**src/rtl/etc_pkg.sv**
```systemverilog
// shared constants and types for the epoch seconds to calendar converter
package etc_pkg;

  // pipeline depth
  localparam int unsigned NSTAGE = 15;

  // time of day constants
  localparam logic [9:0]  SECS_DAY_LO  = 10'd675;        // seconds per day over 128
  localparam logic [23:0] RECIP_675    = 24'd12725829;   // floor(2^33 / 675)
  localparam logic [11:0] SECS_HOUR    = 12'd3600;
  localparam logic [5:0]  RECIP_HOUR   = 6'd36;          // floor(2^17 / 3600)
  localparam logic [5:0]  SECS_MIN     = 6'd60;
  localparam logic [6:0]  RECIP_MIN    = 7'd68;          // floor(2^12 / 60)
  localparam logic [2:0]  EPOCH_WDAY   = 3'd4;           // first epoch day was a thursday

  // date constants
  localparam logic [23:0] DAYS_TO_MARCH = 24'd719468;
  localparam logic [17:0] DAYS_400Y     = 18'd146097;
  localparam logic [8:0]  RECIP_400Y    = 9'd459;        // floor(2^26 / 146097)
  localparam logic [21:0] YEAR_MUL      = 22'd2939745;
  localparam logic [23:0] YEAR_DIV      = 24'd11758980;  // four times the year multiplier
  localparam logic [8:0]  RECIP_YEAR    = 9'd365;        // floor(2^32 / 11758980)
  localparam logic [11:0] MONTH_MUL     = 12'd2141;
  localparam logic [19:0] MONTH_ADD     = 20'd132377;
  localparam logic [4:0]  RECIP_MONTH   = 5'd30;         // floor(2^16 / 2141)
  localparam logic [8:0]  MARCH_TO_JAN  = 9'd306;
  localparam logic [8:0]  DAYS_JAN_FEB  = 9'd59;
  localparam logic [3:0]  MONTHS_YEAR   = 4'd12;
  localparam logic [6:0]  YEARS_CENT    = 7'd100;
  localparam logic [15:0] YEAR_BASE     = 16'd1900;

  // handshake control between the valid chain and the datapath
  typedef struct packed {
    logic [NSTAGE-1:0] load;
    logic              in_ready;
    logic              out_valid;
  } pipe_ctrl_t;

  // working values carried down the pipeline
  typedef struct packed {
    logic [32:0] x;
    logic [6:0]  t_lo;
    logic [23:0] days;
    logic [10:0] r675;
    logic [16:0] secs;
    logic [25:0] nc;
    logic [5:0]  wsum;
    logic [2:0]  wday;
    logic [4:0]  hour;
    logic [12:0] r3600;
    logic [8:0]  cent;
    logic [18:0] ncr;
    logic [15:0] dcent;
    logic [5:0]  mins;
    logic [6:0]  r60;
    logic [5:0]  sec;
    logic [7:0]  ycent;
    logic [31:0] low;
    logic [8:0]  dyear;
    logic [24:0] dyr;
    logic [15:0] year;
    logic        leap;
    logic [19:0] nm;
    logic [4:0]  mday;
    logic [12:0] mdr;
    logic [3:0]  month;
    logic [8:0]  yday;
  } item_t;

endpackage

```
**src/rtl/etc_pipe_ctrl.sv**
```systemverilog
// valid chain and per-stage load enables for the converter pipeline
module etc_pipe_ctrl (
  input  logic                clk,
  input  logic                rst,
  input  logic                in_valid,
  input  logic                out_ready,
  output etc_pkg::pipe_ctrl_t ctrl
);

  logic [etc_pkg::NSTAGE-1:0] valid;
  logic [etc_pkg::NSTAGE-1:0] load;
  logic [etc_pkg::NSTAGE-1:0] mask;
  logic                       in_acc;
  logic                       out_acc;

  // a stage may load when some stage at or downstream of it is empty, or the output drains
  always_comb begin
    for (int i = 0; i < etc_pkg::NSTAGE; i++) begin
      mask    = {etc_pkg::NSTAGE{1'b1}} << i;
      load[i] = out_ready || ((valid & mask) != mask);
    end
  end

  // valid bits move with the data
  always_ff @(posedge clk) begin
    if (rst) begin
      valid <= '0;
    end else begin
      if (load[0]) begin
        valid[0] <= in_valid;
      end
      for (int i = 1; i < etc_pkg::NSTAGE; i++) begin
        if (load[i]) begin
          valid[i] <= valid[i-1];
        end
      end
    end
  end

  assign ctrl.load      = load;
  assign ctrl.in_ready  = load[0];
  assign ctrl.out_valid = valid[etc_pkg::NSTAGE-1];

  assign in_acc  = in_valid && load[0];
  assign out_acc = valid[etc_pkg::NSTAGE-1] && out_ready;

  // input held off only when every stage holds an item
  a_full_when_blocked: assert property (@(posedge clk) disable iff (rst)
    !ctrl.in_ready |-> (&valid))
    else $error("input blocked while a stage is empty");

  // an empty output stage always lets an item in
  a_ready_when_drained: assert property (@(posedge clk) disable iff (rst)
    !valid[etc_pkg::NSTAGE-1] |-> ctrl.in_ready)
    else $error("input blocked with empty output stage");

  // items in flight change only by accepted inputs and outputs
  a_item_count: assert property (@(posedge clk) disable iff (rst)
    1'b1 |=> ($countones(valid) == $past($countones(valid))
              + int'($past(in_acc)) - int'($past(out_acc))))
    else $error("item lost or duplicated in pipeline");

endmodule

```
**config.mk**
```make
export PLATFORM = sky130hd
export DESIGN_NAME = etc_pipe_ctrl
export DESIGN_NICKNAME = d
export VERILOG_FILES = /design/src/rtl/etc_pkg.sv /design/src/rtl/etc_pipe_ctrl.sv
export SDC_FILE = /design/constraint.sdc
export NUM_CORES = 1
export LEC_CHECK = 0
export ABC_AREA = 1
export BUFFER_PORTS_ARGS = -buffer_cell sky130_fd_sc_hd__buf_2
export CELL_PAD_IN_SITES_DETAIL_PLACEMENT = 0
export CELL_PAD_IN_SITES_GLOBAL_PLACEMENT = 1
export CORE_MARGIN = 1
export CORE_UTILIZATION = 30
export CTS_CLUSTER_DIAMETER = 60
export DETAILED_ROUTE_END_ITERATION = 8
export PLACE_DENSITY = 0.66
export SYNTH_ARGS = -nofsm -noshare
export SYNTH_HDL_FRONTEND = slang
export SYNTH_SLANG_ARGS = --single-unit
```
**constraint.sdc**
```tcl
create_clock -name clk -period 1.65 [get_ports clk]
set_input_delay 0.33 -clock clk [delete_from_list [all_inputs] [get_ports clk]]
set_output_delay 0.33 -clock clk [all_outputs]
set_load 0.03 [all_outputs]
```
# Word level (Yosys, flattened, before mapping)
# Index checks and enable logic that the tools add are counted.
# Widths: inputs -> output; s select.
[op_classes] eq_ne=14 bitwise_logic=1 n_reduce_logical=15
[op_table] cell="$logic_or 1x1->1" n=15
[op_table] cell="$ne 15x15->1 const B" n=1
[op_table] cell="$ne 14x14->1 const B" n=1
[op_table] cell="$ne 13x13->1 const B" n=1
[op_table] cell="$ne 12x12->1 const B" n=1
[op_table] cell="$ne 11x11->1 const B" n=1
[op_table] cell="$ne 10x10->1 const B" n=1
[op_table] cell="$ne 9x9->1 const B" n=1
[op_table] cell="$ne 8x8->1 const B" n=1
[op_table] cell="$ne 7x7->1 const B" n=1
[op_table] cell="$ne 6x6->1 const B" n=1
[op_table] cell="$ne 5x5->1 const B" n=1
[op_table] cell="$ne 4x4->1 const B" n=1
[op_table] cell="$ne 3x3->1 const B" n=1
[op_table] cell="$ne 2x2->1 const B" n=1
[op_table] cell="$not 1->1" n=1
[word_totals] reg_bits=15 input_bits=4 output_inout_bits=17 wordCells=45

# Logic depth before layout (Yosys ltp)
[depth] ltp_word=2 mapped_depth=6

# Least setup slack after synthesis
# Ideal clock, no wire load.
[synth_timing] path_kind="register -> output" startpoint="reg valid[14] in the netlist's numbering" endpoint="out ctrl[2] in the netlist's numbering" arrival_ns=1.436 t_required_ns=1.320 setup_slack_ns=-0.116 stages_incl_launch_ff=7 path_cell_list="dfxtp_1 > nand2_2 > nor2_4 > nand2_4 > nor2_8 > nand3_1 > buf_4"
[synth_lines] item="start, declared" line="etc_pipe_ctrl.sv:10" text="logic [etc_pkg::NSTAGE-1:0] valid;"
[synth_lines] item="start signal, assigned by index" line="etc_pipe_ctrl.sv:34" text="valid[i] <= valid[i-1];"
[synth_lines] item="end, declared" line="etc_pipe_ctrl.sv:7" text="output etc_pkg::pipe_ctrl_t ctrl"

==> run summary <==
The run finished, with violations left. The final reports fail on setup timing. The final worst setup slack came out at -0.001321 ns. The diode insertion count for antenna repair was 0; the residual overflow from global routing was 0. For the share of the core filled with cells, the log shows 46.39%. In this run the vertical extent of the chip is 51.19 um. The post-route standard cell area excluding fillers is 0.001046 sq mm.

Counting flops per register, the top entry is valid. Summing all placed instances gives a cell area of 854.6 sq um. The proportion of layout cells with a drive suffix above 1 was 46.21%; the count of yosys warnings during synthesis was 0. The number of library cell types mapped by synthesis is 15, and the highest attainable clock frequency is 605.6 MHz. The tools report the largest voltage drop on the vdd net as 0.0002690 V. In this run the critical register-to-register path is captured at valid[0]$_SDFFE_PP0P_. The per-cell routed wire length came out at 10.89 um. The startpoint identified for the worst hold timing path is in_valid.

Summing over every cut layer, the via total after detailed routing is 711. The clock sink count is 15. The clock passes through at most 2 buffers. STA classifies the critical path startpoint as a register. The share of total power dissipated in the clock network is 34.8%.

Sorting the synthesized cells by area gives the leading types as dfxtp_1 41%, inv_1 11%, nand2_1 9.8%. The clock reaches the later pin of the worst-skew pair after 0.27 ns. Entering global routing, the biggest net connects 16 pins. The clock input transition at the sequential cells of the worst setup and hold paths was 0.09 ns. The largest registers in the layout are valid (15). The overall power came out at 0.5887 mW.

After the first detailed-routing iteration, the DRC count stood at 10. For the via count of the first global-routing pass, the log shows 662. The run gives 3.0% as the portion of total power attributed to combinational logic.

The endpoint class of the critical path was a primary output. The max-cap violation count was 0; the total I/O pin count was 21. The total count of max-transition violations in the final report is 0, and the residual antenna-violating net count after detailed routing is 0. For the number of endpoints with negative hold slack in the final report, the log shows 0. In this run, CTS created clock tree buffers numbering 3.

Class of the worst hold path: in -> reg. The cell count after synthesis came out at 101. TritonCTS built the clock tree. The analysis attributes to cell leakage a power of 0.4525 nW. The synthesized design spends more area on one cell type than any other, namely dfxtp_1. For the remaining design rule violation count, the log shows 0. The core region is 0.002255 sq mm.

The worst hold path depth is 3. The register bit count reported by yosys was 15. From left edge to right edge, the die measures 51.19 um. The number of flip-flops in the largest register is 15.

The count of hold buffers inserted by post-cts repair was 0. Using the TritonRoute via totals, the vias-per-cell ratio works out to 4.444. The worst clock skew came out at 0.002215 ns.

The global-route total usage across every layer was 14.71%. Setup violations remaining at the end of the flow were counted as 2. For the initial antenna violation count, the log shows 0.

The cell area after synthesis was 725.7 sq um. The cell depth of the worst flop-to-flop path was 6. CTS placed an instance of clkbuf_4 at the clock tree root. The tools report the placement row count as 17. The tools report the placed wire-length estimate as 1.269 mm. Measured against its own limit, the worst slew margin works out to 79.42%. For this design the total switching power over the nets is 0.1258 mW. Summed over all layers, the routed wires come to 1.743 mm.

Setup repair after global routing could not meet its margin everywhere. The internal power of the cells totals 0.4629 mW. Counting every net in the synthesized netlist gives 105. The actual slew at the worst max-slew pin was 0.3086 ns. The congestion estimate from routability-driven global placement came to 0.7924. Data arrives at the worst endpoint at 1.32 ns. The switching portion of total power was 21.37%; the sequential share of power was 62.2%. For hold timing, the worst endpoint is valid[0]$_SDFFE_PP0P_. The power density over cell area works out to 562.9 mW/mm^2. Synthesized area per cell: 7.185 sq um. The classification of the worst setup path is reg -> out. The top cell type by area accounts for 41.38% of the synthesized area. The floorplan step defined a die boundary enclosing 0.002620 sq mm. The routed design could run at a clock period as short as 1.651 ns. The tools report the required time reported for the critical path endpoint as 1.32 ns. The net count of the finished layout is 137. Total number of H-tree levels: 1. In this run the worst path has a maximum fanout of 4. Dividing the final minimum period by the clock period gives 100.1%. The setup check on the worst reg-to-reg path leaves a slack of 0.43 ns. After synthesis, flip-flops and latches occupy 41.38% of the total area. Compared with the post-synthesis result, the final layout area differs by 44.14%. The worst reg2reg path startpoint is valid[8]$_SDFFE_PP0P_.

The count of input and output buffers was 20; the wire length of the first global-routing pass was 2.794 mm. Once the floorplan was initialized, standard cells occupied 32.19% of the core. Before antenna repair, the detailed router went through 4 iterations.
## how the worst max path moves through the flow
stage	depth (start not counted)	to	slack, ns	startpoint
CTS	6	ctrl[2]	-0.07	valid[14]$_SDFFE_PP0P_
detailed placement	6	ctrl[4]	0.20	out_ready
global route	4	ctrl[2]	-0.10	valid[10]$_SDFFE_PP0P_
floorplan	6	ctrl[2]	0.02	valid[14]$_SDFFE_PP0P_
global placement	6	ctrl[4]	0.20	valid[7]$_SDFFE_PP0P_
finish	5	ctrl[3]	-0.001	valid[13]$_SDFFE_PP0P_
## layout by cell type (no fill, tap or decap), types with 2 or more instances in the layout
master	instances
nand2_1	18
inv_2	2
nand2_2	3
nand4_1	4
dfxtp_1	4
clkbuf_4	3
buf_2	10
nand2_4	2
a21oi_2	3
dfxtp_2	10
buf_4	11
a21oi_1	9
nand3_1	2
nor2_4	3
buf_6	9
inv_1	19
nor2_1	14
## through the flow
step / worst slack, ns / hold WS, ns / cells / TNS [ns]
detailed placement: 0.1954 / 0.4488 / 147 / 0
CTS: -0.07267 / 0.2801 / 154 / -0.2683
floorplan: 0.02360 / 0.3991 / 101 / 0
global route: -0.1036 / 0.2816 / 160 / -0.7427
global placement: 0.2010 / 0.4405 / 147 / 0
finish: -0.001321 / 0.2863 / 160 / -0.002408
## Yosys cell counts, drive strengths merged
cell,count
a21oi,12
buf,3
dfxtp,15
inv,21
nand2,23
nand3,4
nand4,4
nor2,19
## cell families after synthesis
family / synth area share [%]
buf+inv: 13.45
flops: 41.38
simple gates: 35.34
compound gates: 9.828
## per-layer routing
layer	vias to the layer above	share of wire [%]	track usage, %
met5	-	0	0
met4	0	0.92	6.944
met3	2	5.2	2.976
met2	23	49	23.90
met1	319	45	18.41
li1	367	-	-
## critical path, stage by stage (launching register included)
cell,delay [ns]
dfxtp_2,0.34
nand2_2,0.07
nor2_4,0.14
buf_4,0.16
nand4_1,0.15
buf_6,0.18
## power groups by stage
stage	sequential, mW	combinational, mW	clock [mW]
5_1_grt	0.367	0.0203	0.243
4_1_cts	0.368	0.0179	0.217
3_5_place_dp	0.377	0.0178	0
2_1_floorplan	0.376	0.00983	0
3_3_place_gp	0.377	0.0177	0
6_report	0.366	0.0176	0.205
## repair_timing
item	4_1_cts	5_1_grt
resized for setup	25	13
pin swaps	3	5
setup buffers	3	6
endpoints found under the setup margin	10	13
cloned	0	0
## area by class of cell
cell class | instances | area, sq um
fillers | 244 | 1209
multi-input cells | 62 | 355.3
flip-flops and latches | 15 | 316.6
repair buffers | 30 | 234.0
inverters | 21 | 78.83
well taps | 28 | 35.03
clock buffers | 4 | 26.28
(Power assumes the default switching activity.)
